### src/xcbr_pkg.sv
`timescale 1ns / 1ps

package xcbr_pkg;

    // protocol bytes
    localparam logic [7:0] SOH_CODE = 8'h01;
    localparam logic [7:0] EOF_CODE = 8'h04;
    localparam logic [7:0] ACK_CODE = 8'h06;
    localparam logic [7:0] NAK_CODE = 8'h15;

    // input item kinds (tuser)
    localparam logic KIND_BYTE    = 1'b0;
    localparam logic KIND_TIMEOUT = 1'b1;

    // result kinds
    localparam logic RES_REPLY = 1'b0;
    localparam logic RES_WRITE = 1'b1;

    typedef enum logic [0:0] {
        ALU_ADD = 1'b0,
        ALU_SUB = 1'b1
    } t_alu_op;

    typedef struct packed {
        t_alu_op     op;
        logic [15:0] a;
        logic [15:0] b;
    } t_alu_req;

    typedef struct packed {
        logic [15:0] result;
        logic        zero8;   // low byte of result is zero
    } t_alu_rsp;

endpackage

### src/xcbr_alu.sv
`timescale 1ns / 1ps

module xcbr_alu
    import xcbr_pkg::*;
(
    input  t_alu_req i_req,
    output t_alu_rsp o_rsp
);

    logic [15:0] w_b_op;
    logic [15:0] w_sum;

    // one adder; subtract as a + ~b + 1
    assign w_b_op = (i_req.op == ALU_SUB) ? ~i_req.b : i_req.b;
    assign w_sum  = i_req.a + w_b_op + {15'd0, (i_req.op == ALU_SUB)};

    assign o_rsp.result = w_sum;
    assign o_rsp.zero8  = (w_sum[7:0] == 8'd0);

endmodule

### src/xmodem_checksum_block_receiver.sv
`timescale 1ns / 1ps

// XMODEM-style checksum block receiver. Bytes of an upload come in on the
// slave stream one transaction at a time (tuser 0 = received byte, tuser 1 =
// receive timeout). A frame is SOH, block number, its complement, BLOCK_SIZE
// data bytes and an 8-bit sum. A good frame produces BLOCK_SIZE memory-write
// results at increasing addresses (from the write pointer, loaded by a base
// address write) followed by an ACK reply; a bad frame produces NAK (NAK then
// ACK with finished set if EOF-led). A timeout with nothing received replies
// ACK, after a partial frame starting with EOF it replies ACK with finished
// set and the transfer ends; otherwise NAK. Once finished, all input is
// accepted and dropped. A received byte is accepted, then an update step adds
// data bytes to the running sum; the closing byte of a frame adds a check
// step, then the data writes and the reply, which can stall on the output.
// The running sum, the write pointer and block number increments and the
// checksum compare use one shared 16-bit adder; the block buffer is a memory
// with one write and one registered read port. base_address may only be
// written while the block is idle; it also reloads the write pointer.

module xmodem_checksum_block_receiver
    import xcbr_pkg::*;
#(
    parameter int BLOCK_SIZE = 32
) (
    input  logic        i_clk,
    input  logic        i_rst_n,

    input  logic        i_cfg_wr_en,
    input  logic [15:0] i_cfg_wr_data,     // base_address

    input  logic        s_axis_tvalid,
    output logic        s_axis_tready,
    input  logic [7:0]  s_axis_tdata,      // [7:0] rx_byte
    input  logic        s_axis_tuser,      // [0] kind

    output logic        m_axis_tvalid,
    input  logic        m_axis_tready,
    output logic [23:0] m_axis_tdata,      // [7:0] payload, [23:8] write_address
    output logic [1:0]  m_axis_tuser,      // [0] result_kind, [1] finished
    output logic        m_axis_tlast       // last result of this input
);

    localparam int FRAME_LEN = BLOCK_SIZE + 4;
    localparam int POS_W     = $clog2(FRAME_LEN);
    localparam int IDX_W     = (BLOCK_SIZE > 1) ? $clog2(BLOCK_SIZE) : 1;

    localparam logic [POS_W-1:0] POS_NUM      = POS_W'(1);
    localparam logic [POS_W-1:0] POS_INV      = POS_W'(2);
    localparam logic [POS_W-1:0] POS_DATA     = POS_W'(3);
    localparam logic [POS_W-1:0] POS_SUM      = POS_W'(FRAME_LEN - 1);
    localparam logic [IDX_W-1:0] IDX_LAST     = IDX_W'(BLOCK_SIZE - 1);

    typedef enum logic [4:0] {
        ST_IDLE   = 5'b00001,
        ST_UPDATE = 5'b00010,
        ST_CHECK  = 5'b00100,
        ST_WRITE  = 5'b01000,
        ST_REPLY  = 5'b10000
    } t_state;

    t_state r_state, n_state;

    // frame state
    logic [POS_W-1:0] r_pos,   n_pos;
    logic [7:0]       r_sum,   n_sum;
    logic [7:0]       r_start, n_start;
    logic [7:0]       r_num,   n_num;
    logic [7:0]       r_inv,   n_inv;
    logic [7:0]       r_blk,   n_blk;
    logic [15:0]      r_base,  n_base;
    logic [15:0]      r_wptr,  n_wptr;
    logic             r_done,  n_done;
    logic [7:0]       r_byte,  n_byte;

    // write-out and reply sequencing
    logic [IDX_W-1:0] r_idx,   n_idx;
    logic [7:0]       r_rep_code, n_rep_code;
    logic             r_rep_last, n_rep_last;
    logic             r_rep_fin,  n_rep_fin;
    logic             r_rep_inc,  n_rep_inc;

    // output register
    logic             r_out_valid, n_out_valid;
    logic             r_out_kind,  n_out_kind;
    logic [7:0]       r_out_pay,   n_out_pay;
    logic [15:0]      r_out_addr,  n_out_addr;
    logic             r_out_last,  n_out_last;
    logic             r_out_fin,   n_out_fin;

    // block buffer
    logic [7:0]       r_mem [BLOCK_SIZE];
    logic [7:0]       r_rd_data;
    logic [IDX_W-1:0] w_rd_addr;
    logic [IDX_W-1:0] w_wr_addr;
    logic             w_wr_en;

    t_alu_req w_alu_req;
    t_alu_rsp w_alu_rsp;

    logic w_in_acc;
    logic w_out_free;
    logic w_load;
    logic w_frame_ok;
    logic w_in_data;

    xcbr_alu u_alu (
        .i_req (w_alu_req),
        .o_rsp (w_alu_rsp)
    );

    assign s_axis_tready = (r_state == ST_IDLE);
    assign w_in_acc      = s_axis_tvalid && s_axis_tready;
    assign w_out_free    = !r_out_valid || m_axis_tready;

    assign m_axis_tvalid = r_out_valid;
    assign m_axis_tdata  = {r_out_addr, r_out_pay};
    assign m_axis_tuser  = {r_out_fin, r_out_kind};
    assign m_axis_tlast  = r_out_last;

    assign w_in_data = (r_pos >= POS_DATA) && (r_pos < POS_SUM);
    assign w_wr_addr = IDX_W'(r_pos - POS_DATA);
    assign w_wr_en   = (r_state == ST_UPDATE) && w_in_data;

    // header checks; the checksum compare comes from the shared adder
    assign w_frame_ok = (r_start == SOH_CODE) && (r_num == r_blk) &&
                        (r_inv == ~r_blk) && w_alu_rsp.zero8;

    // load the output register from the write or reply step
    assign w_load = w_out_free && ((r_state == ST_WRITE) || (r_state == ST_REPLY));

    // next read: advance with each write so data is ready a cycle ahead
    assign w_rd_addr = (r_state == ST_WRITE && w_load && r_idx != IDX_LAST) ?
                       r_idx + IDX_W'(1) : r_idx;

    // shared adder operand select
    always_comb begin
        w_alu_req.op = ALU_ADD;
        w_alu_req.a  = 16'd0;
        w_alu_req.b  = 16'd0;
        case (r_state)
            ST_UPDATE: begin
                w_alu_req.a = {8'd0, r_sum};
                w_alu_req.b = {8'd0, r_byte};
            end
            ST_CHECK: begin
                w_alu_req.op = ALU_SUB;
                w_alu_req.a  = {8'd0, r_byte};
                w_alu_req.b  = {8'd0, r_sum};
            end
            ST_WRITE: begin
                w_alu_req.a = r_wptr;
                w_alu_req.b = 16'd1;
            end
            ST_REPLY: begin
                w_alu_req.a = {8'd0, r_blk};
                w_alu_req.b = 16'd1;
            end
            default: begin
                w_alu_req.op = ALU_ADD;
            end
        endcase
    end

    always_comb begin
        n_state    = r_state;
        n_pos      = r_pos;
        n_sum      = r_sum;
        n_start    = r_start;
        n_num      = r_num;
        n_inv      = r_inv;
        n_blk      = r_blk;
        n_base     = r_base;
        n_wptr     = r_wptr;
        n_done     = r_done;
        n_byte     = r_byte;
        n_idx      = r_idx;
        n_rep_code = r_rep_code;
        n_rep_last = r_rep_last;
        n_rep_fin  = r_rep_fin;
        n_rep_inc  = r_rep_inc;

        n_out_valid = r_out_valid;
        n_out_kind  = r_out_kind;
        n_out_pay   = r_out_pay;
        n_out_addr  = r_out_addr;
        n_out_last  = r_out_last;
        n_out_fin   = r_out_fin;

        if (r_out_valid && m_axis_tready) begin
            n_out_valid = 1'b0;
        end

        case (r_state)
            ST_IDLE: begin
                if (w_in_acc && !r_done) begin
                    n_byte = s_axis_tdata;
                    if (s_axis_tuser == KIND_TIMEOUT) begin
                        // short block ends here
                        n_pos      = '0;
                        n_sum      = 8'd0;
                        n_rep_last = 1'b1;
                        n_rep_inc  = 1'b0;
                        if (r_pos == '0) begin
                            n_rep_code = ACK_CODE;
                            n_rep_fin  = 1'b0;
                        end else if (r_start != EOF_CODE) begin
                            n_rep_code = NAK_CODE;
                            n_rep_fin  = 1'b0;
                        end else begin
                            n_rep_code = ACK_CODE;
                            n_rep_fin  = 1'b1;
                        end
                        n_state = ST_REPLY;
                    end else begin
                        n_state = ST_UPDATE;
                    end
                end
            end

            ST_UPDATE: begin
                if (r_pos == '0) begin
                    n_start = r_byte;
                end else if (r_pos == POS_NUM) begin
                    n_num = r_byte;
                end else if (r_pos == POS_INV) begin
                    n_inv = r_byte;
                end else if (w_in_data) begin
                    n_sum = w_alu_rsp.result[7:0];
                end
                if (r_pos == POS_SUM) begin
                    n_state = ST_CHECK;
                end else begin
                    n_pos   = r_pos + POS_W'(1);
                    n_state = ST_IDLE;
                end
            end

            ST_CHECK: begin
                n_pos = '0;
                n_sum = 8'd0;
                n_idx = '0;
                if (w_frame_ok) begin
                    n_state = ST_WRITE;
                end else begin
                    n_rep_code = NAK_CODE;
                    n_rep_inc  = 1'b0;
                    n_rep_fin  = 1'b0;
                    // EOF frame: NAK, then a closing ACK
                    n_rep_last = (r_start != EOF_CODE);
                    n_state    = ST_REPLY;
                end
            end

            ST_WRITE: begin
                if (w_load) begin
                    n_out_valid = 1'b1;
                    n_out_kind  = RES_WRITE;
                    n_out_pay   = r_rd_data;
                    n_out_addr  = r_wptr;
                    n_out_last  = 1'b0;
                    n_out_fin   = 1'b0;
                    n_wptr      = w_alu_rsp.result;
                    if (r_idx == IDX_LAST) begin
                        // park the read at entry 0 for the next block
                        n_idx      = '0;
                        n_rep_code = ACK_CODE;
                        n_rep_last = 1'b1;
                        n_rep_fin  = 1'b0;
                        n_rep_inc  = 1'b1;
                        n_state    = ST_REPLY;
                    end else begin
                        n_idx = r_idx + IDX_W'(1);
                    end
                end
            end

            ST_REPLY: begin
                if (w_load) begin
                    n_out_valid = 1'b1;
                    n_out_kind  = RES_REPLY;
                    n_out_pay   = r_rep_code;
                    n_out_addr  = 16'd0;
                    n_out_last  = r_rep_last;
                    n_out_fin   = r_rep_fin;
                    if (r_rep_inc) begin
                        n_blk = w_alu_rsp.result[7:0];
                    end
                    if (r_rep_fin) begin
                        n_done = 1'b1;
                    end
                    if (r_rep_last) begin
                        n_state = ST_IDLE;
                    end else begin
                        // second reply of an EOF frame
                        n_rep_code = ACK_CODE;
                        n_rep_last = 1'b1;
                        n_rep_fin  = 1'b1;
                        n_rep_inc  = 1'b0;
                    end
                end
            end

            default: begin
                n_state = ST_IDLE;
            end
        endcase

        if (i_cfg_wr_en) begin
            n_base = i_cfg_wr_data;
            n_wptr = i_cfg_wr_data;
        end
    end

    always_ff @(posedge i_clk) begin
        if (!i_rst_n) begin
            r_state     <= ST_IDLE;
            r_pos       <= '0;
            r_sum       <= 8'd0;
            r_start     <= 8'd0;
            r_num       <= 8'd0;
            r_inv       <= 8'd0;
            r_blk       <= 8'd1;
            r_base      <= 16'd0;
            r_wptr      <= 16'd0;
            r_done      <= 1'b0;
            r_idx       <= '0;
            r_rep_last  <= 1'b1;
            r_rep_fin   <= 1'b0;
            r_rep_inc   <= 1'b0;
            r_out_valid <= 1'b0;
        end else begin
            r_state     <= n_state;
            r_pos       <= n_pos;
            r_sum       <= n_sum;
            r_start     <= n_start;
            r_num       <= n_num;
            r_inv       <= n_inv;
            r_blk       <= n_blk;
            r_base      <= n_base;
            r_wptr      <= n_wptr;
            r_done      <= n_done;
            r_idx       <= n_idx;
            r_rep_last  <= n_rep_last;
            r_rep_fin   <= n_rep_fin;
            r_rep_inc   <= n_rep_inc;
            r_out_valid <= n_out_valid;
        end
    end

    // payload registers
    always_ff @(posedge i_clk) begin
        r_byte     <= n_byte;
        r_rep_code <= n_rep_code;
        r_out_kind <= n_out_kind;
        r_out_pay  <= n_out_pay;
        r_out_addr <= n_out_addr;
        r_out_last <= n_out_last;
        r_out_fin  <= n_out_fin;
    end

    // block buffer, one write and one registered read per cycle
    always_ff @(posedge i_clk) begin
        if (w_wr_en) begin
            r_mem[w_wr_addr] <= r_byte;
        end
        r_rd_data <= r_mem[w_rd_addr];
    end

endmodule

### config.mk
export PLATFORM = sky130hd
export DESIGN_NAME = xmodem_checksum_block_receiver
export DESIGN_NICKNAME = d
export VERILOG_FILES = /design/src/xcbr_pkg.sv /design/src/xcbr_alu.sv /design/src/xmodem_checksum_block_receiver.sv
export SDC_FILE = /design/constraint.sdc
export NUM_CORES = 1
export LEC_CHECK = 0
export ABC_AREA = 1
export BUFFER_PORTS_ARGS = -buffer_cell sky130_fd_sc_hd__buf_2
export CAP_MARGIN = 20
export CORE_MARGIN = 2
export CORE_UTILIZATION = 65
export DETAILED_ROUTE_END_ITERATION = 10
export PLACE_DENSITY = 0.85
export REMOVE_ABC_BUFFERS = 1
export SLEW_MARGIN = 20
export SYNTH_ARGS = -nofsm -noshare
export SYNTH_HDL_FRONTEND = slang
export SYNTH_HIERARCHICAL = 1
export SYNTH_SLANG_ARGS = --single-unit
### constraint.sdc
create_clock -name i_clk -period 9.6 [get_ports i_clk]
set_input_delay 0.96 -clock i_clk [delete_from_list [all_inputs] [get_ports i_clk]]
set_output_delay 0.96 -clock i_clk [all_outputs]
set_load 0.1 [all_outputs]
==> summary.txt, run 1 <==
CP arrival: 4.93 ns
Tot Pwr: 4250 µW
Post-Layout Cell Count: 2,399
# DRC: 0
Nets: 2,085
Max Slew Vio Count: 0
CTS Buf Count: 39
Reg2reg path depth: 20
Postcts setup bufs: 0
Commonest non-fill, non-tap cell in the layout: nand2_1
Crit Path Max Fanout: 33
Synthesis Warnings: 6
Worst path slowest cell: fa_1
Crit path depth: 20
VDD IR-drop max: 0.000262 V
Final hold slack: 0.469 ns
IO Port Bufs: 58
Vias in the first global route: 13.7k
CP most frequent cell: nor2_1
Seq cells post-synth: 378
Worst Setup End Kind: register
Worst setup path startpoint: r_state[3]
Layout fillers: 1,849
Dpl hpwl: 28,900 µm
I/O Pins: 59
Mapped Cells: 1,986
Crit path capture: r_rep_code[0]
GPL Wtd Cong: 0.901
Dpl cells: 2,328
Core Area: 27,000 µm²
Number of clock sinks: 378
Number of diodes: 0
FMAX: 215 MHz
Largest net degree at the start of global routing: 107
Die area: 29,000 µm²
Status: complete, no violations
Crit share post-route: 48.4%
PwrDens: 214 nW/µm²
CTS H-tree depth: 2
Worst hold path class: reg2reg
Cell variety after synth: 50
Register clock-pin slew on the reported worst setup and hold paths: 0.06 ns
Worst path max stage delay: 0.55 ns
Overall Global Routing Usage: 32.6%
Reg-to-Reg End: r_rep_code[0]
Total routed wirelength: 46,600 µm
Worst path buffer plus inverter count: 3
First DRT Iteration DRCs: 1,885
RSZ-0062 raised after global routing: false
Clk_lat worst skew: 0.53 ns
Antenna-violating nets left: 0
Startpoint types: register
Ys flop type: edfxtp_1
Final Hold Vio Count: 0
Router iterations before antenna repair: 6
Flop-to-flop setup slack: 4.95 ns
Post-synth EDFFs: 293
Crit Reg-Reg Startpoint: r_state[3]
Die Y-Extent: 170 µm
Clock buffer depth: 3
Worst EP required: 9.88 ns
Wire length per cell: 19.4 µm
Asr flop ratio synth: 0%
TNS Setup: 0 ns
Die Wd: 170 µm
Most frequent cells in the layout: 450 x nand2_1, 357 x inv_1, 293 x nand3_1, 293 x edfxtp_1, 114 x nor2_1
Max_cap viols: 0
CP delay by family, top: simple AND/OR/NAND/NOR gates
Synth Area per Inst: 9.04 µm²
Layout cells sized above 1: 8.41%
Max-slew headroom: 32.3%
Sequential Area: 10,500 µm²
Global route total overflow: 0
Multi-input logic area: 5740 µm²
Vias per cell: 5.95
Syn-to-layout area delta: 10.4%
First-pass GRT wire length: 72,700 µm
Root Driver: clkbuf_16
Routed via count: 14.3k
Seq/Total Area, Yosys: 58.5%
Worst slew pin tran: 1.02 ns
Min cycle time layout: 4.65 ns
Crit path cell chain: nor2_2, nand3_1, buf_4, clkinv_1, nor2_1, o221ai_1, nand2_1, nand2_4, fa_1, nand3b_1, nor2_1, nand3_1, nor2_1, nand2_1, nor2_2, nand4_1, nor2_1, nand4_1, nand3_1, inv_1
Setup Skew: 0.0129 ns
Leakage: 0.00865 µW
Worst Path Class, Setup: reg2reg
Initial antenna violation count: 0
Starting Density: 66.4%
CTS tree: built
Setup-failing EPs final: 0
Fin util: 73.4%
Rows: 60
CTS Hold Bufs: 0
Post-CTS sizing: 0
Synth Cell Area: 18,000 µm²
## metal layers
metal	vias up	track usage, %	routed length (µm)
met5	-	0	0
met4	0	15.0	2100
met3	173	5.95	4850
met2	917	51.3	21600
met1	6625	44.3	18100
li1	6563	-	-
## Yosys cell counts (3+ instances only)
library cell	n	share of area, %
a211oi_1	8	0.33
inv_1	358	7.5
o21ai_0	58	1.6
dfxtp_1	85	9.5
nor2_2	6	0.21
xor2_1	24	1.2
buf_2	32	0.89
inv_2	4	0.084
nand3_1	293	8.2
o2111ai_1	6	0.29
nand4_1	11	0.38
edfxtp_1	293	49
a31oi_1	17	0.59
o22ai_1	7	0.24
o21bai_1	4	0.17
nand2_2	16	0.56
o211ai_1	4	0.17
buf_1	6	0.13
nand3b_1	27	1.1
nand2_1	450	9.4
clkinv_1	4	0.084
ha_1	24	1.7
nor2_1	115	2.4
nor3_1	4	0.11
buf_6	3	0.19
nand2_4	3	0.19
a21oi_1	58	1.6
clkbuf_1	39	0.82
## power by group
part           internal (µW)  switching, µW
Combinational            153            609
Sequential              1900           29.5
Clock                    945            615
Total                   3000           1250
## worst min-delay path by stage
stage / cells after the start / slack [ns] / to / from
2_1_floorplan: 2 / 0.43 / r_num[2] / r_num[2]
3_3_place_gp: 2 / 0.45 / r_sum[0] / r_sum[0]
6_report: 2 / 0.47 / r_sum[5] / r_sum[5]
5_1_grt: 2 / 0.47 / r_sum[0] / r_sum[0]
3_5_place_dp: 2 / 0.46 / r_sum[5] / r_sum[5]
4_1_cts: 2 / 0.47 / r_sum[5] / r_sum[5]
## cells by family (layout without fill, tap and decap cells)
| group | after synthesis | in the layout | share of synthesized area [%] |
|---|---|---|---|
| xor gates and xnor gates | 26 | 26 | 1.27 |
| and+or+nand+nor | 934 | 934 | 23.1 |
| adders and majority gates | 25 | 25 | 1.78 |
| buffers and inverters | 448 | 513 | 9.76 |
| DFF | 378 | 378 | 58.5 |
| other | 1 | 8 | 0.0209 |
| AOI/OAI and AO/OA | 174 | 174 | 5.61 |
## worst register-to-register path, stage by stage, from the launching register on
cell      delay, ns
dfxtp_1        0.38
nor2_2         0.07
nand3_1        0.08
buf_4          0.37
clkinv_1       0.41
nor2_1         0.50
o221ai_1       0.32
nand2_1        0.19
nand2_4        0.08
fa_1           0.55
nand3b_1       0.21
nor2_1         0.10
nand3_1        0.07
nor2_1         0.13
nand2_1        0.08
nor2_2         0.13
nand4_1        0.11
nor2_1         0.15
nand4_1        0.17
nand3_1        0.21
inv_1          0.10
## stage by stage
step	instance area, µm²	setup slack (ns)
after floorplan	17600	5.27
after global placement	18500	4.96
after detailed placement	18500	4.92
after CTS	19800	5.05
after global routing	19800	4.65
final	19800	4.95
## flip-flops by register name, summed over array words and instances (netlist names), 2 cells and up
signal,flops
r_idx,5
r_pos,6
r_out_addr,16
r_start,8
r_rd_data,8
r_mem,256
r_wptr,16
r_sum,8
r_out_pay,8
r_num,8
r_blk,8
r_rep_code,2
r_inv,8
r_state,5
r_byte,8
## layout make-up
| cell class | instances | area share, % |
|---|---|---|
| Tap cell | 341 | 2.15 |
| Timing Repair Buffer | 78 | 2.42 |
| Clock inverter | 14 | 1.16 |
| Multi-Input combinational cell | 1167 | 28.9 |
| Clock buffer | 55 | 5.43 |
| Inverter | 366 | 6.93 |
| Sequential cell | 378 | 53.0 |
No activity file was read; power rests on OpenSTA's default activity.
==> run 2: changes to the inputs <==
--- a/config.mk
+++ b/config.mk
@@ -9,9 +9,9 @@
 export BUFFER_PORTS_ARGS = -buffer_cell sky130_fd_sc_hd__buf_2
 export CAP_MARGIN = 20
 export CORE_MARGIN = 2
-export CORE_UTILIZATION = 65
+export CORE_UTILIZATION = 62
 export DETAILED_ROUTE_END_ITERATION = 10
-export PLACE_DENSITY = 0.85
+export PLACE_DENSITY = 0.82
 export REMOVE_ABC_BUFFERS = 1
 export SLEW_MARGIN = 20
 export SYNTH_ARGS = -nofsm -noshare
==> constraint.sdc (replaced) <==
create_clock -name i_clk -period 4.4 [get_ports i_clk]
set_input_delay 0.44 -clock i_clk [delete_from_list [all_inputs] [get_ports i_clk]]
set_output_delay 0.44 -clock i_clk [all_outputs]
set_load 0.1 [all_outputs]
==> run 2 against run 1 <==
Clock power is 110% higher. Via count is 1.4% lower. Sequential power is 120% higher. Total power is 110% higher. Critical endpoint unchanged. Cell count is 2.2% higher. Sequential share of layout area is 0.060 points lower. Global-route usage is 2.1 points lower. Highest routed layer unchanged. Critical path type unchanged. Register-to-register slack worse by 4.4 ns. Non-clock buffer count is 6 higher.
==> summary.txt, run 2 (synthesis results as in run 1) <==
Crit Reg-Reg Startpoint: r_state[0]
Startpoint types: register
Postcts setup bufs: 0 (unchanged)
Layout cells sized above 1: 8.51% (+0.11 points)
Worst hold path class: in2reg
Top Registers: r_mem (256), r_out_addr (16), r_wptr (16)
Fin util: 69.3% (-4.0 points)
Min cycle time layout: 3.87 ns (-0.781 ns)
Router iterations before antenna repair: 9 (+3)
Final Hold Vio Count: 0 (unchanged)
Worst setup path startpoint: r_state[0]
Root Driver: clkbuf_16
Dpl hpwl: 29,100 µm (+0.76%)
Vias per cell: 5.74 (-3.6%)
Total routed wirelength: 45,900 µm (-1.5%)
Max-slew headroom: 27.5% (-4.8 points)
Starting Density: 62.7% (-3.7 points)
Register clock-pin slew on the reported worst setup and hold paths: 0.06 ns (about the same)
Worst Path Class, Setup: reg2reg
Leakage: 0.00865 µW (about the same)
Global route total overflow: 0 (unchanged)
Max Slew Vio Count: 0 (unchanged)
Routed via count: 14.1k (-1.4%)
TNS Setup: 0 ns (unchanged)
Worst slack, placed: 0.647 ns (-4.27 ns)
# DRC: 0 (unchanged)
Syn-to-layout area delta: 10.5%
Sequential Area: 10,500 µm² (unchanged)
CTS H-tree depth: 2 (unchanged)
Die Wd: 174 µm (+2.3%)
Rows: 62 (+3.3%)
CTS Hold Bufs: 0 (unchanged)
Final setup margin: 0.532 ns (-4.42 ns)
Setup Skew: 0.0268 ns (+0.0139 ns)
Antenna-violating nets left: 0 (unchanged)
First-pass GRT wire length: 72,600 µm (about the same)
Die area: 30,300 µm² (+4.7%)
Multi-input logic area: 5740 µm² (unchanged)
GPL Wtd Cong: 0.964 (+7.0%)
Commonest non-fill, non-tap cell in the layout: nand2_1
I/O Pins: 59 (unchanged)
Max_cap viols: 0 (unchanged)
Post-CTS sizing: 0 (unchanged)
Worst slew pin tran: 1.09 ns (+0.0707 ns)
RSZ-0062 raised after global routing: false
Largest Register: r_mem
Worst Setup End Kind: register
Setup-failing EPs final: 0 (unchanged)
Wire length per cell: 18.7 µm (-3.6%)
Overall Global Routing Usage: 30.5% (-2.1 points)
Core Area: 28,600 µm² (+5.9%)
Max reg flops: 256 (unchanged)
First DRT Iteration DRCs: 1,943 (+3.1%)
Nets: 2,091 (+0.29%)
Clock buffer depth: 3 (unchanged)
CP arrival: 4.15 ns (-0.78 ns)
PwrDens: 460 nW/µm² (+110%)
Layout fillers: 2,076 (+12%)
VDD IR-drop max: 0.000458 V (+74%)
Crit Path Max Fanout: 9 (-73%)
Initial antenna violation count: 1 (+1)
Worst EP required: 4.68 ns (-5.20 ns)
Final hold slack: 0.0898 ns (-0.380 ns)
CTS tree: built
Crit share post-route: 87.9% (+39 points)
Tot Pwr: 9130 µW (+110%)
Status: complete, no violations
Die Y-Extent: 174 µm (+2.3%)
Number of clock sinks: 378 (unchanged)
CTS Buf Count: 39 (unchanged)
Vias in the first global route: 13.8k (+0.74%)
Most frequent cells in the layout: 450 x nand2_1, 358 x inv_1, 293 x nand3_1, 293 x edfxtp_1, 114 x nor2_1
Clk_lat worst skew: 0.54 ns (about the same)
IO Port Bufs: 58 (unchanged)
Largest net degree at the start of global routing: 113 (+5.6%)
Worst hold start: s_axis_tdata[2]
FMAX: 259 MHz (+20%)
==> run 2: final cells by class <==
type	instances	share of cell area, %
diodes	1	0.0126
well taps	384	2.42
clock inverters	21	1.07
flip-flops and latches	378	52.9
inverters	366	6.92
multi-input cells	1167	28.9
repair buffers	84	2.46
clock buffers	51	5.30
==> run 2: where the power goes <==
group	internal [µW]	switching, µW
clock network	1930	1340
registers	4150	65.5
logic	332	1320
total	6410	2730
==> run 2: final timing paths <==
kind / slack, ns / cells past startpoint / end
worst min-delay path: 0.09 / 1 / r_byte[2]
worst max-delay path: 0.53 / 19 / r_rep_code[0]
worst max register to register: 0.53 / 19 / r_rep_code[0]
worst min register to register: 0.46 / 2 / r_done
==> run 2: metal layers <==
layer,routed length [µm],track usage (%)
met1,17800,41.0
met2,21400,49.1
met3,4590,4.70
met4,2180,14.3
met5,0,0
==> run 2: worst max-delay path, stage by stage, from the launching register on <==
cell,delay (ns)
dfxtp_1,0.39
nor2_2,0.09
nand3_1,0.12
clkinv_1,0.23
nor2_1,0.39
o221ai_1,0.29
nand2_1,0.18
nand2_4,0.08
fa_1,0.53
nand3b_1,0.20
nor2_1,0.08
nand3_1,0.07
nor2_1,0.08
nand2_1,0.07
nor2_2,0.12
nand4_1,0.11
nor2_1,0.14
nand4_1,0.16
nand3_1,0.19
inv_1,0.09
==> run 2: metrics by stage <==
step | instances | instance area (µm²)
2_1_floorplan | 1911 | 17600
3_3_place_gp | 2379 | 18600
3_5_place_dp | 2379 | 18600
4_1_cts | 2451 | 19800
5_1_grt | 2452 | 19800
6_report | 2452 | 19800
